## config.mk

```make
export PLATFORM = sky130hd
export DESIGN_NAME = preemptive_priority_scheduler_top
export DESIGN_NICKNAME = d
export VERILOG_FILES = /design/src/rtl/pps_pkg.sv /design/src/rtl/preemptive_priority_scheduler_top.sv
export VERILOG_INCLUDE_DIRS = /design/src /design/src/rtl
export SDC_FILE = /design/constraint.sdc
export NUM_CORES = 1
export LEC_CHECK = 0
export BUFFER_PORTS_ARGS = -buffer_cell sky130_fd_sc_hd__clkbuf_2
export CAP_MARGIN = 15
export CORE_AREA = 2 2 283 201
export DETAILED_ROUTE_END_ITERATION = 6
export DIE_AREA = 0 0 285 203
export PLACE_DENSITY_LB_ADDON = 0.15
export SETUP_SLACK_MARGIN = 0.1
export SYNTH_ARGS = -nofsm -noshare
export SYNTH_HDL_FRONTEND = slang
export SYNTH_SLANG_ARGS = --single-unit
```

## constraint.sdc

```tcl
create_clock -name clk -period 20.7 [get_ports clk]
set_input_delay 2.07 -clock clk [delete_from_list [all_inputs] [get_ports clk]]
set_output_delay 2.07 -clock clk [all_outputs]
set_load 0.02 [all_outputs]
```

## src/rtl/preemptive_priority_scheduler_top_macros.svh

```systemverilog
// ----------------------------------------------------------------------------
// Scheduler assertion macros
// Concurrent checks on clk, disabled while arst_n is low; empty in synthesis.
// ----------------------------------------------------------------------------
`ifndef PREEMPTIVE_PRIORITY_SCHEDULER_TOP_MACROS_SVH
`define PREEMPTIVE_PRIORITY_SCHEDULER_TOP_MACROS_SVH

`ifndef SYNTHESIS
`define PPS_ASSERT_SAME(lbl, ante, cons) \
	lbl: assert property (@(posedge clk) disable iff (!arst_n) (ante) |-> (cons)) \
		else $error("scheduler check failed");
`define PPS_ASSERT_NEXT(lbl, ante, cons) \
	lbl: assert property (@(posedge clk) disable iff (!arst_n) (ante) |=> (cons)) \
		else $error("scheduler check failed");
`else
`define PPS_ASSERT_SAME(lbl, ante, cons)
`define PPS_ASSERT_NEXT(lbl, ante, cons)
`endif

`endif

```

## src/rtl/pps_pkg.sv

```systemverilog
// ----------------------------------------------------------------------------
// Preemptive priority scheduler package
// Table sizes, field widths, codes and the task entry layout.
// ----------------------------------------------------------------------------
`timescale 1ns / 1ps

package pps_pkg;

	localparam int NUM_TASKS = 8;
	localparam int TIME_BITS = 16;

	localparam int IDX_W   = $clog2(NUM_TASKS);
	localparam int CNT_W   = $clog2(NUM_TASKS + 1);
	localparam int FIELD_W = 16;
	localparam int PRIO_W  = 8;
	localparam int SLOT_W  = 3;
	localparam int CODE_W  = 2;
	localparam int WIDE_W  = 33;

	typedef enum logic [CODE_W-1:0] {
		OP_LOAD  = 2'd0,
		OP_TICK  = 2'd1,
		OP_CLEAR = 2'd2
	} op_t;

	typedef enum logic [CODE_W-1:0] {
		KIND_ACK  = 2'd0,
		KIND_RAN  = 2'd1,
		KIND_IDLE = 2'd2
	} kind_t;

	typedef enum logic [2:0] {
		ST_IDLE,
		ST_SCAN,
		ST_RUN,
		ST_TAT,
		ST_WAIT,
		ST_OUT
	} state_t;

	typedef struct packed {
		logic [FIELD_W-1:0] arrival;
		logic [FIELD_W-1:0] burst;
		logic [FIELD_W-1:0] remaining;
		logic [PRIO_W-1:0]  prio;
	} task_entry_t;

endpackage

```

## src/rtl/preemptive_priority_scheduler_top.sv

```systemverilog
// Flow: load, clear and unused codes go from ST_IDLE to ST_OUT; a tick goes through ST_SCAN
// and ST_RUN, then also ST_TAT and ST_WAIT when the task it runs finishes, before ST_OUT.
// Throughput: one item at a time; the tick time is set by the one-entry-per-cycle
// table scan through the single read port of the task memory.
// Reset: arst_n clears the entry valid bits, busy bits, time counter and control;
// entries not valid read as zero, so no clearing pass is needed.
// ----------------------------------------------------------------------------
// Preemptive priority scheduler
// Task table in one memory; each tick scans it, runs the most urgent ready
// task for one unit and reports completion, turnaround and waiting times.
// ----------------------------------------------------------------------------
`timescale 1ns / 1ps
`include "preemptive_priority_scheduler_top_macros.svh"

module preemptive_priority_scheduler_top (
	input  logic                          clk,
	input  logic                          arst_n,
	input  logic                          in_valid,
	output logic                          in_stall,
	input  logic [pps_pkg::CODE_W-1:0]    opcode,
	input  logic [pps_pkg::SLOT_W-1:0]    task_index,
	input  logic [pps_pkg::FIELD_W-1:0]   arrival,
	input  logic [pps_pkg::FIELD_W-1:0]   burst_len,
	input  logic [pps_pkg::PRIO_W-1:0]    prio,
	output logic                          out_valid,
	input  logic                          out_stall,
	output logic [pps_pkg::CODE_W-1:0]    kind,
	output logic [pps_pkg::SLOT_W-1:0]    ran_index,
	output logic                          finished,
	output logic [pps_pkg::FIELD_W-1:0]   completion_time,
	output logic [pps_pkg::FIELD_W-1:0]   wait_time,
	output logic [pps_pkg::FIELD_W-1:0]   turnaround,
	output logic [pps_pkg::FIELD_W-1:0]   tick_time,
	output logic                          all_done
);

	import pps_pkg::*;

	localparam logic [TIME_BITS-1:0] TIME_MAX = {TIME_BITS{1'b1}};

	task_entry_t mem [NUM_TASKS];

	state_t state_q, state_d;
	op_t    op_q;

	logic [NUM_TASKS-1:0] valid_q;
	logic [NUM_TASKS-1:0] busy_q;
	logic [TIME_BITS-1:0] now_q;
	logic [CNT_W-1:0]     scan_cnt_q;
	logic                 found_q;
	logic                 fin_q;
	logic                 out_valid_q;

	logic                 rd_pend_s1;
	logic [IDX_W-1:0]     rd_idx_s1;
	task_entry_t          rd_data_s1;
	logic                 rd_vld_s1;

	task_entry_t          best_q;
	logic [IDX_W-1:0]     best_idx_q;
	logic [TIME_BITS-1:0] comp_q;
	logic [WIDE_W-1:0]    tat_q;
	logic [WIDE_W-1:0]    wt_q;

	kind_t                kind_q;
	logic [SLOT_W-1:0]    ran_index_q;
	logic                 finished_q;
	logic [FIELD_W-1:0]   completion_q;
	logic [FIELD_W-1:0]   wait_q;
	logic [FIELD_W-1:0]   turnaround_q;
	logic [FIELD_W-1:0]   tick_time_q;
	logic                 all_done_q;

	logic                 in_acc;
	logic                 out_load;
	logic                 mem_we;
	logic [IDX_W-1:0]     mem_wa;
	task_entry_t          mem_wd;
	logic                 load_ok;
	logic [IDX_W-1:0]     load_idx;
	logic                 scan_rd;
	logic [IDX_W-1:0]     rd_addr;
	task_entry_t          ent;
	logic                 ready;
	logic                 take;
	logic                 run_fin;

	assign load_ok  = int'(task_index) < NUM_TASKS;
	assign load_idx = IDX_W'(task_index);
	assign scan_rd  = (state_q == ST_SCAN) && (scan_cnt_q < CNT_W'(NUM_TASKS));
	assign rd_addr  = scan_cnt_q[IDX_W-1:0];
	assign ent      = rd_vld_s1 ? rd_data_s1 : '0;
	assign ready    = (ent.remaining != '0) && (WIDE_W'(ent.arrival) <= WIDE_W'(now_q));
	assign take     = rd_pend_s1 && ready && (!found_q || (ent.prio < best_q.prio));
	assign run_fin  = found_q && (best_q.remaining == FIELD_W'(1));
	assign in_stall = (state_q != ST_IDLE);

	always_comb begin
		state_d  = state_q;
		in_acc   = 1'b0;
		out_load = 1'b0;
		mem_we   = 1'b0;
		mem_wa   = '0;
		mem_wd   = '0;
		unique case (state_q)
			ST_IDLE: begin
				if (in_valid) begin
					in_acc  = 1'b1;
					state_d = (opcode == OP_TICK) ? ST_SCAN : ST_OUT;
					if (opcode == OP_LOAD && load_ok) begin
						mem_we = 1'b1;
						mem_wa = load_idx;
						mem_wd = '{arrival: arrival, burst: burst_len,
							remaining: burst_len, prio: prio};
					end
				end
			end
			ST_SCAN: begin
				if (rd_pend_s1 && rd_idx_s1 == IDX_W'(NUM_TASKS - 1))
					state_d = ST_RUN;
			end
			ST_RUN: begin
				if (found_q) begin
					mem_we           = 1'b1;
					mem_wa           = best_idx_q;
					mem_wd           = best_q;
					mem_wd.remaining = best_q.remaining - FIELD_W'(1);
				end
				state_d = run_fin ? ST_TAT : ST_OUT;
			end
			ST_TAT:  state_d = ST_WAIT;
			ST_WAIT: state_d = ST_OUT;
			ST_OUT: begin
				if (!out_valid_q || !out_stall) begin
					out_load = 1'b1;
					state_d  = ST_IDLE;
				end
			end
			default: state_d = ST_IDLE;
		endcase
	end

	always_ff @(posedge clk or negedge arst_n) begin
		if (!arst_n) begin
			state_q <= ST_IDLE;
		end else begin
			state_q <= state_d;
		end
	end

	always_ff @(posedge clk) begin
		if (mem_we)
			mem[mem_wa] <= mem_wd;
		rd_data_s1 <= mem[rd_addr];
	end

	always_ff @(posedge clk or negedge arst_n) begin
		if (!arst_n) begin
			valid_q     <= '0;
			busy_q      <= '0;
			now_q       <= '0;
			scan_cnt_q  <= '0;
			found_q     <= 1'b0;
			rd_pend_s1  <= 1'b0;
			rd_idx_s1   <= '0;
			out_valid_q <= 1'b0;
		end else begin
			rd_pend_s1 <= scan_rd;
			rd_idx_s1  <= rd_addr;
			if (in_acc) begin
				unique case (opcode)
					OP_LOAD: begin
						if (load_ok) begin
							valid_q[load_idx] <= 1'b1;
							busy_q[load_idx]  <= (burst_len != '0);
						end
					end
					OP_CLEAR: begin
						valid_q <= '0;
						busy_q  <= '0;
						now_q   <= '0;
					end
					OP_TICK: begin
						scan_cnt_q <= '0;
						found_q    <= 1'b0;
					end
					default: ;
				endcase
			end
			if (scan_rd)
				scan_cnt_q <= scan_cnt_q + CNT_W'(1);
			if (take)
				found_q <= 1'b1;
			if (state_q == ST_RUN && run_fin)
				busy_q[best_idx_q] <= 1'b0;
			if (out_load && op_q == OP_TICK && now_q != TIME_MAX)
				now_q <= now_q + TIME_BITS'(1);
			if (out_load)
				out_valid_q <= 1'b1;
			else if (out_valid_q && !out_stall)
				out_valid_q <= 1'b0;
		end
	end

	always_ff @(posedge clk) begin
		rd_vld_s1 <= valid_q[rd_addr];
		if (in_acc) begin
			op_q  <= op_t'(opcode);
			fin_q <= 1'b0;
		end
		if (take) begin
			best_q     <= ent;
			best_idx_q <= rd_idx_s1;
		end
		if (state_q == ST_RUN) begin
			fin_q  <= run_fin;
			comp_q <= (now_q == TIME_MAX) ? now_q : now_q + TIME_BITS'(1);
		end
		if (state_q == ST_TAT) begin
			tat_q <= (WIDE_W'(comp_q) > WIDE_W'(best_q.arrival))
				? WIDE_W'(comp_q) - WIDE_W'(best_q.arrival) : '0;
		end
		if (state_q == ST_WAIT) begin
			wt_q <= (tat_q > WIDE_W'(best_q.burst)) ? tat_q - WIDE_W'(best_q.burst) : '0;
		end
		if (out_load) begin
			if (op_q != OP_TICK)
				kind_q <= KIND_ACK;
			else if (found_q)
				kind_q <= KIND_RAN;
			else
				kind_q <= KIND_IDLE;
			ran_index_q  <= (op_q == OP_TICK && found_q) ? SLOT_W'(best_idx_q) : '0;
			finished_q   <= fin_q;
			completion_q <= fin_q ? FIELD_W'(comp_q) : '0;
			wait_q       <= fin_q ? FIELD_W'(wt_q) : '0;
			turnaround_q <= fin_q ? FIELD_W'(tat_q) : '0;
			tick_time_q  <= FIELD_W'(now_q);
			all_done_q   <= (busy_q == '0);
		end
	end

	assign out_valid       = out_valid_q;
	assign kind            = kind_q;
	assign ran_index       = ran_index_q;
	assign finished        = finished_q;
	assign completion_time = completion_q;
	assign wait_time       = wait_q;
	assign turnaround      = turnaround_q;
	assign tick_time       = tick_time_q;
	assign all_done        = all_done_q;

	`PPS_ASSERT_SAME(a_wait_le_tat, out_valid, wait_time <= turnaround)
	`PPS_ASSERT_SAME(a_fin_kind, out_valid && finished, kind == KIND_RAN)
	`PPS_ASSERT_NEXT(a_fin_clears, state_q == ST_RUN && run_fin, !busy_q[best_idx_q])
	`PPS_ASSERT_NEXT(a_now_mono, !(in_acc && opcode == OP_CLEAR), now_q >= $past(now_q))

endmodule

```

# [Word level (Yosys, flattened, before mapping)]
# Memories as Yosys holds them, arrays and structs flattened. A register that Yosys moved wholly into a read port is not among the register bits.
# Cells that the tools add are included.
[totals] register_bits=228 latch_bits=0 mem_bits_rw=448 mem_bits_ro=0 elab_cells=152 mem_count=1
[op_classes] n_addsub=5 multipliers=0 n_div=0 magnitude_cmp=10 n_eq_ne=16 n_shift=0 mux=51 n_bitwise=3 n_reduce_logical=38
[memory_table] name="mem" words=8 word_bits=56 read_ports=1 rd_ports_with_merged_regs=1 write_ports=1 line="preemptive_priority_scheduler_top.sv:41" source="task_entry_t mem [NUM_TASKS];"
[op_table] operator="2-to-1 mux 56 bit" n=4
[op_table] operator="one-hot mux 56 bit (2 select lines)" n=1
[op_table] operator="2-to-1 mux 16 bit" n=4
[op_table] operator="> comparator 33 x 16 -> 1 bit" n=1
[op_table] operator="one-hot mux 8 bit (2 select lines)" n=2
[op_table] operator="nonzero test 16 bit" n=2
[op_table] operator="2-to-1 mux 3 bit" n=8
[op_table] operator="2-to-1 mux 1 bit" n=19
[op_table] operator="one-hot mux 3 bit (6 select lines)" n=1
[op_table] operator="nonzero test 2 bit" n=9
[op_table] operator="subtractor 16 x 16 -> 17 bit" n=1
[op_table] operator="adder 16 x 1 -> 16 bit (second input constant)" n=1
[op_table] operator="equality test 16 x 1 -> 1 bit (second input constant)" n=1
[op_table] operator="equality test 16 bit (second input constant)" n=1
[op_table] operator="> comparator 16 bit" n=1
[op_table] operator="<= comparator 16 bit" n=1
[op_table] operator="2-to-1 mux 8 bit" n=2
[op_table] operator="inequality test 16 bit (second input constant)" n=1
[op_table] operator="subtractor 16 x 1 -> 16 bit (second input constant)" n=1
[op_table] operator="subtractor 16 bit" n=1
[op_table] operator="logical AND 1 bit" n=13
[op_table] operator="less-than comparator 3 x 4 -> 1 bit (second input constant)" n=3
[op_table] operator="2-to-1 mux 4 bit" n=3
[op_table] operator="equality test 3 bit (second input constant)" n=3
[op_table] operator="other kinds (27)" n=39

# [Depth between registers and ports, before layout]
# Gate-level depths: netlist of the first run.
[logic_depth] ltp_word=9 ltp_mapped=10

# [Worst setup path after synthesis of the first run]
# OpenSTA, ideal clock, no wires.
[synth_timing] path_type="register to register" from="register rd_vld_s1" to="register best_idx_q[0], enable pin" t_arrival_ns=6.408 required_time_ns=20.133 slack_ns=13.724 stages_incl_launch_ff=9 path_buffers=2 path_cell_list="dfxtp_1 > clkbuf_1 > clkbuf_1 > and2_1 > ha_1 > nand4_1 > or4_1 > or2_2 > a211oi_1"
[synth_lines] element="start: declaration" line="preemptive_priority_scheduler_top.sv:57" source="logic rd_vld_s1;"
[synth_lines] element="start signal: assignment" line="preemptive_priority_scheduler_top.sv:206" source="rd_vld_s1 <= valid_q[rd_addr];"
[synth_lines] element="end signal: assignment" line="preemptive_priority_scheduler_top.sv:213" source="best_idx_q <= rd_idx_s1;"
[synth_lines] element="end: declaration" line="preemptive_priority_scheduler_top.sv:60" source="logic [IDX_W-1:0] best_idx_q;"

# [Worst setup path after layout of the first run]
[layout_timing] from="input in_valid" to="memory mem[4][32] in the netlist's numbering, enable pin"
[layout_via] elab_chain_len=4 word_cells_on_any_way=6
[layout_lines] element="start: declaration" line="preemptive_priority_scheduler_top.sv:18" source="input logic in_valid,"
[layout_lines] element="2-to-1 mux 1 bit" line="preemptive_priority_scheduler_top.sv:107" source="if (in_valid) begin"
[layout_lines] element="one-hot mux 1 bit (2 select lines)" line="preemptive_priority_scheduler_top.sv:105" source="unique case (state_q)"
[layout_lines] element="2-to-1 mux 1 bit" line="preemptive_priority_scheduler_top.sv:152" source="if (mem_we)"
[layout_lines] element="2-to-1 mux 1 bit (not written as such)" line="preemptive_priority_scheduler_top.sv:153" source="mem[mem_wa] <= mem_wd;"
[layout_lines] element="end: declaration" line="preemptive_priority_scheduler_top.sv:41"
# Parallel ways exist; a longest one is shown, timed or not.

==> flow_summary.json, run 1 <==
{
  "outcome": "complete, no violations",
  "layout_setup_ws_ps": 15730,
  "reg2regPathDepth": 7,
  "drtIter0Drc": 1854,
  "tightest_slew_ps": 1090,
  "synthCells": 1859,
  "dp.cells": 2662,
  "power.density_nw_per_um2": 124,
  "ys_seq_area_frac": 0.705,
  "syn2layout_area_growth_pct": 12.8,
  "wl_per_cell_um": 24.9,
  "synth_area_um2": 30100,
  "r2r_slack_ps": 16550,
  "setup_viol": 0,
  "grt_start_max_net_pins": 72,
  "peakVddDrop_mv": 0.130,
  "cts_hold_buf": 0,
  "synth-async-reset-ratio": 0.0615,
  "layout-drive-gt1-share": 0.219,
  "hold_end": "best_idx_q[1]",
  "crit_type": "in2reg",
  "hold_ws_ps": 438,
  "ctsResizeCount": 0,
  "layout_min_cycle_time_ps": 4970,
  "r2r-start": "state_q[2]",
  "syn-mean-instance-area_um2": 16.2,
  "antenna_found_initial": 1,
  "place_congestion": 0.859,
  "core_um2": 55000,
  "cp_max_fo": 49,
  "n_antenna_cell": 0,
  "r2r_end": "mem[4][32]",
  "slew_headroom": 0.269,
  "clk_latency_ps": 610,
  "crit_path_start_kind": "input pin",
  "grt.overflow.total": 0,
  "cp.arrival_ps": 5210,
  "cp-end-kind": "flip-flop",
  "yosysUniqueCellTypes": 69,
  "synth-main-ff-cell": "edfxtp_1",
  "wl_mm": 69.4,
  "die_width_um": 285,
  "cap_violations": 0,
  "die_area_um2": 57900,
  "rows": 72,
  "design_area_um2": 33900,
  "dr.pass1.iters": 5,
  "period_share": 0.240,
  "start_util": 0.547,
  "min_from": "rd_idx_s1[1]",
  "grt_use_total": 0.247,
  "synth_fp_nets": 1969,
  "yosysWarnings": 0,
  "grt_pass1_vias": 16600,
  "pre_cts_ws_ps": 15130,
  "ys_ff_latch": 732,
  "max_freq_ghz": 0.201,
  "finalNonFillerCells": 2791,
  "post_cts_buffers": 0,
  "die_h_um": 203,
  "synth_edf_count": 630,
  "io_buffers": 121,
  "fin_util": 0.617,
  "hold_depth": 0,
  "cts-root-buf": "clkbuf_16",
  "placed_area_um2": 31500,
  "dp.final_hpwl_mm": 43.4,
  "vias": 16600,
  "drv_slew": 0,
  "crit_required_ps": 20930,
  "rsz0062_at_grt": "false",
  "p_leak_nw": 11.8,
  "drc": 0,
  "cts-htree-levels": 3,
  "cts_tree": "built",
  "skew_ps": 16.6,
  "finalHoldViolCount": 0,
  "clock_path_buffers": 3,
  "grt_pass1_wl_mm": 105,
  "ios": 122,
  "drtAntennaViolNets": 0,
  "cts_num_sinks": 732,
  "clkTransAtPathRegs_ps": 60,
  "cts_made_buffers": 70,
  "nets": 2104,
  "vias_per_cell": 5.94,
  "min_path_type": "reg2reg",
  "tns_ps": 0,
  "power.total_mw": 4.21
}
==> registers in the layout, summed over array words and instances, names as in the netlist, 2 cells and up <==
register,cells
completion_time,16
ran_index,3
tick_time,16
turnaround,16
state_q,3
comp_q,16
wt_q,16
kind,2
scan_cnt_q,4
wait_time,16
rd_idx_s1,3
mem,448
now_q,16
rd_data_s1,56
best_idx_q,3
best_q,56
busy_q,8
valid_q,8
tat_q,17
op_q,2
==> area by class of cell <==
type | count | area, um2
Inverter | 71 | 267
Fill cell | 4032 | 21000
Clock buffer | 91 | 1950
Clock inverter | 38 | 459
Multi-Input combinational cell | 977 | 8340
Timing Repair Buffer | 142 | 763
Tap cell | 740 | 926
Sequential cell | 732 | 21200
==> cell usage after synthesis, drive strengths merged, types with 16 or more instances <==
master	instances	share of area
nand4	16	0.0033
buf	21	0.0038
nand2	105	0.013
dfrtp	45	0.037
nand3	19	0.0032
clkbuf	57	0.0072
ha	59	0.025
inv	71	0.0089
a21oi	53	0.0088
nor3	16	0.0028
and2	117	0.024
edfxtp	630	0.63
dfxtp	57	0.038
a21o	16	0.0040
nor2	85	0.011
mux2	57	0.021
xnor2	35	0.010
o21ai	107	0.018
nor2b	21	0.0044
mux4	114	0.085
==> layout by cell type, fill, tap and decap left out, types with 11 or more instances in the layout <==
master,n
xnor2_1,35
nor4_1,14
clkbuf_1,12
o21ai_0,105
nor3_1,14
a21o_1,16
and2_1,115
buf_4,21
inv_1,71
clkbuf_2,121
nand3_1,19
nand2_1,104
and3_1,12
nand4_1,16
a211oi_1,11
clkinv_2,12
ha_1,59
mux4_2,114
a21oi_1,52
mux2_2,57
clkbuf_16,73
nor2b_1,21
dfxtp_1,56
edfxtp_1,630
a22oi_1,11
nor2_1,79
dfrtp_1,42
==> cells by family (layout without fill, tap and decap cells) <==
group           Yosys count  in the layout  share of synthesized area
flops                   732            732                      0.705
simple gates            437            437                     0.0754
compound gates          263            263                     0.0537
mux                     173            173                      0.107
buf+inv                 150            342                     0.0201
fa+ha+maj                61             61                     0.0259
xor+xnor                 43             43                     0.0125
==> critical path, stage by stage <==
cell and delay, ps:
clkbuf_2 110, or4b_4 500, nor3_2 120, buf_4 600, a22oi_1 420, nor2_4 600
buf_4 680
==> report_power, final <==
group	total (mW)	switching, mW	internal, mW
Sequential	1.97	0.148	1.82
Clock	1.34	0.547	0.795
Combinational	0.900	0.486	0.414
==> worst max-delay path by stage <==
stage                               end      start  cells past startpoint  slack (ps)
after floorplan           best_idx_q[0]  rd_vld_s1                      8       13720
after global placement       mem[4][29]   in_valid                      7       15170
after detailed placement     mem[4][29]   in_valid                      7       15130
after CTS                    mem[4][34]   in_valid                      7       15770
after global routing         mem[4][41]   in_valid                      7       15600
final                        mem[4][32]   in_valid                      7       15730
==> routing by layer <==
metal  routed length, um  share of wire  vias up  track usage
met1               31100           0.45     8449        0.372
met5                   0              0        -            0
li1                    -              -     7404            -
met4                1710          0.025        0       0.0656
met2               30700           0.44      637        0.363
met3                5830          0.084       99       0.0589
(Power assumes the default switching activity.)
==> run 2, diff against run 1 <==
--- a/config.mk
+++ b/config.mk
@@ -6,11 +6,12 @@
 export SDC_FILE = /design/constraint.sdc
 export NUM_CORES = 1
 export LEC_CHECK = 0
+export ABC_AREA = 1
 export BUFFER_PORTS_ARGS = -buffer_cell sky130_fd_sc_hd__clkbuf_2
 export CAP_MARGIN = 15
-export CORE_AREA = 2 2 283 201
+export CORE_AREA = 2 2 287 204
 export DETAILED_ROUTE_END_ITERATION = 6
-export DIE_AREA = 0 0 285 203
+export DIE_AREA = 0 0 289 206
 export PLACE_DENSITY_LB_ADDON = 0.15
 export SETUP_SLACK_MARGIN = 0.1
 export SYNTH_ARGS = -nofsm -noshare
==> constraint.sdc (replaced) <==
create_clock -name clk -period 4.5 [get_ports clk]
set_input_delay 0.45 -clock clk [delete_from_list [all_inputs] [get_ports clk]]
set_output_delay 0.45 -clock clk [all_outputs]
set_load 0.02 [all_outputs]
==> run 2 against run 1 <==
Compared with the run above: count of clock-buffer cells in the layout rose by 7; critical path type is now reg2reg; core utilization is 0.85 points lower; register-to-register slack lost 15000 ps; worst setup slack lost 15000 ps; via count up 26%; clock power grew to 4.4 times the previous value; wire length increased by 11%.
==> flow_summary.json, run 2 <==
{
  "wl_mm": 77.2,
  "cts-htree-levels": 3,
  "cts_num_sinks": 732,
  "syn-mean-instance-area_um2": 11.0,
  "drtIter0Drc": 2137,
  "tightest_slew_ps": 1110,
  "layout-drive-gt1-share": 0.108,
  "io_buffers": 121,
  "crit_required_ps": 4760,
  "rows": 74,
  "grt_use_total": 0.263,
  "synth_edf_count": 630,
  "grt_start_max_net_pins": 121,
  "layout_min_cycle_time_ps": 3280,
  "layout_commonest_cell": "edfxtp_1",
  "slew_headroom": 0.259,
  "worstPathCellList": "nor2_4 -> nand2_4 -> nor2_8 -> nand2_4 -> nor2_4 -> buf_4 -> a22oi_1 -> inv_1 -> nand2_1 -> nor2_4 -> buf_12",
  "place_congestion": 0.901,
  "crit_family": "simple AND/OR/NAND/NOR gates",
  "drc": 0,
  "grt.overflow.total": 0,
  "synth-main-ff-cell": "edfxtp_1",
  "grt_pass1_wl_mm": 118,
  "yosysTopAreaCellShare": 0.610,
  "synth-async-reset-ratio": 0.0615,
  "ios": 122,
  "cts-root-buf": "clkbuf_16",
  "crit_type": "reg2reg",
  "largest_reg_flops": 448,
  "peakVddDrop_mv": 0.324,
  "drtAntennaViolNets": 0,
  "critical_path_buf_inv_count": 3,
  "cp.arrival_ps": 3540,
  "crit_top_cell": "nor2_4",
  "syn2layout_area_growth_pct": 12.3,
  "die_area_um2": 59500,
  "synth_fp_nets": 2919,
  "finalHoldViolCount": 0,
  "wl_per_cell_um": 20.7,
  "max_freq_ghz": 0.305,
  "yosysWarnings": 0,
  "n_antenna_cell": 0,
  "ctsResizeCount": 0,
  "clock_path_buffers": 3,
  "synth_area_um2": 31000,
  "max_flop_register": "mem",
  "cts_tree": "built",
  "outcome": "complete, no violations",
  "die_width_um": 289,
  "dp.cells": 3604,
  "dp.final_hpwl_mm": 48.6,
  "synthTopCellsByCount": "edfxtp_1, nand2_1, nor2_1",
  "skew_ps": 28.3,
  "post_cts_buffers": 0,
  "crit_slowest_cell": "dfrtp_1",
  "nets": 3027,
  "layout_setup_ws_ps": 1220,
  "vias_per_cell": 5.60,
  "core_um2": 57200,
  "clkTransAtPathRegs_ps": 60,
  "ys_ff_latch": 732,
  "drv_slew": 0,
  "dr.pass1.iters": 5,
  "synth.largest_area_cell": "edfxtp_1",
  "final_cell_mix": "edfxtp_1, nand2_1, nor2_1",
  "finalNonFillerCells": 3733,
  "cp-end-kind": "flip-flop",
  "grt_pass1_vias": 20500,
  "cap_violations": 0,
  "synthCells": 2809,
  "max_stage_delay_ps": 480,
  "period_share": 0.729,
  "start_util": 0.542,
  "antenna_found_initial": 1,
  "min_path_type": "in2reg",
  "ys_seq_area_frac": 0.683,
  "tns_ps": 0,
  "n_fill_cell": 4611,
  "power.density_nw_per_um2": 385,
  "crit_path_start_kind": "flip-flop",
  "setup_viol": 0,
  "fin_util": 0.609,
  "synth_most_common_cell": "edfxtp_1",
  "vias": 20900,
  "cts_made_buffers": 70,
  "p_leak_nw": 13.2,
  "rsz0062_at_grt": "false",
  "yosysUniqueCellTypes": 44,
  "top_regs": "mem (448), best_q (56), rd_data_s1 (56)",
  "synth.area.top_cells": "edfxtp_1, nand2_1, o21ai_0",
  "cp_max_fo": 44,
  "cts_hold_buf": 1,
  "clk_latency_ps": 620,
  "die_h_um": 206,
  "pre_cts_ws_ps": 1240
}
[run 2: area by class of cell]
type	instances	area (um2)	area share
multi-input combinational	1638	8170	0.235
timing repair buffer	152	953	0.0274
clock inverter	30	263	0.00755
sequential	732	21200	0.609
clock buffer	98	2060	0.0593
tap	760	951	0.0273
inverter	323	1220	0.0351
[run 2: final timing paths]
| check | startpoint | endpoint | slack (ps) | depth (start not counted) |
|---|---|---|---|---|
| min | opcode[0] | op_q[0] | 40 | 1 |
| min in group asynchronous | arst_n | now_q[0] | 440 | 2 |
| max | state_q[2] | mem[6][38] | 1220 | 11 |
| max in group asynchronous | arst_n | scan_cnt_q[0] | 3270 | 3 |
| min reg2reg | rd_idx_s1[0] | best_idx_q[0] | 450 | 0 |
| max reg2reg | state_q[2] | mem[6][38] | 1220 | 11 |
[run 2: layer usage]
metal,share of wire,vias up,track usage
met3,0.084,127,0.0468
met5,0,-,0
met2,0.44,825,0.400
met4,0.025,0,0.0760
met1,0.45,10100,0.391
li1,-,9829,-
[run 2: where the power goes]
part / total (mW) / switching, mW / internal [mW]
Combinational: 0.150 / 0.100 / 0.0497
Sequential: 7.29 / 0.0122 / 7.28
Clock: 5.95 / 2.55 / 3.40
Total: 13.4 / 2.66 / 10.7
[run 2: stage by stage]
step           instance area (um2)  power, mW  hold WS, ps
2_1_floorplan                31000       7.50          154
3_3_place_gp                 32500       7.58          435
3_5_place_dp                 32500       7.58          435
4_1_cts                      34800       13.5         11.2
5_1_grt                      34800       13.8         16.9
6_report                     34800       13.4         40.7
[run 2: cells by family (layout without fill, tap and decap cells)]
| family | count (synthesis) | after routing | synth area share |
|---|---|---|---|
| and+or+nand+nor | 1036 | 1036 | 0.136 |
| AOI/OAI and AO/OA | 510 | 510 | 0.0915 |
| adders and majority gates | 61 | 61 | 0.0251 |
| DFF | 732 | 732 | 0.683 |
| xor gates and xnor gates | 31 | 31 | 0.00876 |
| buffers and inverters | 439 | 603 | 0.0552 |
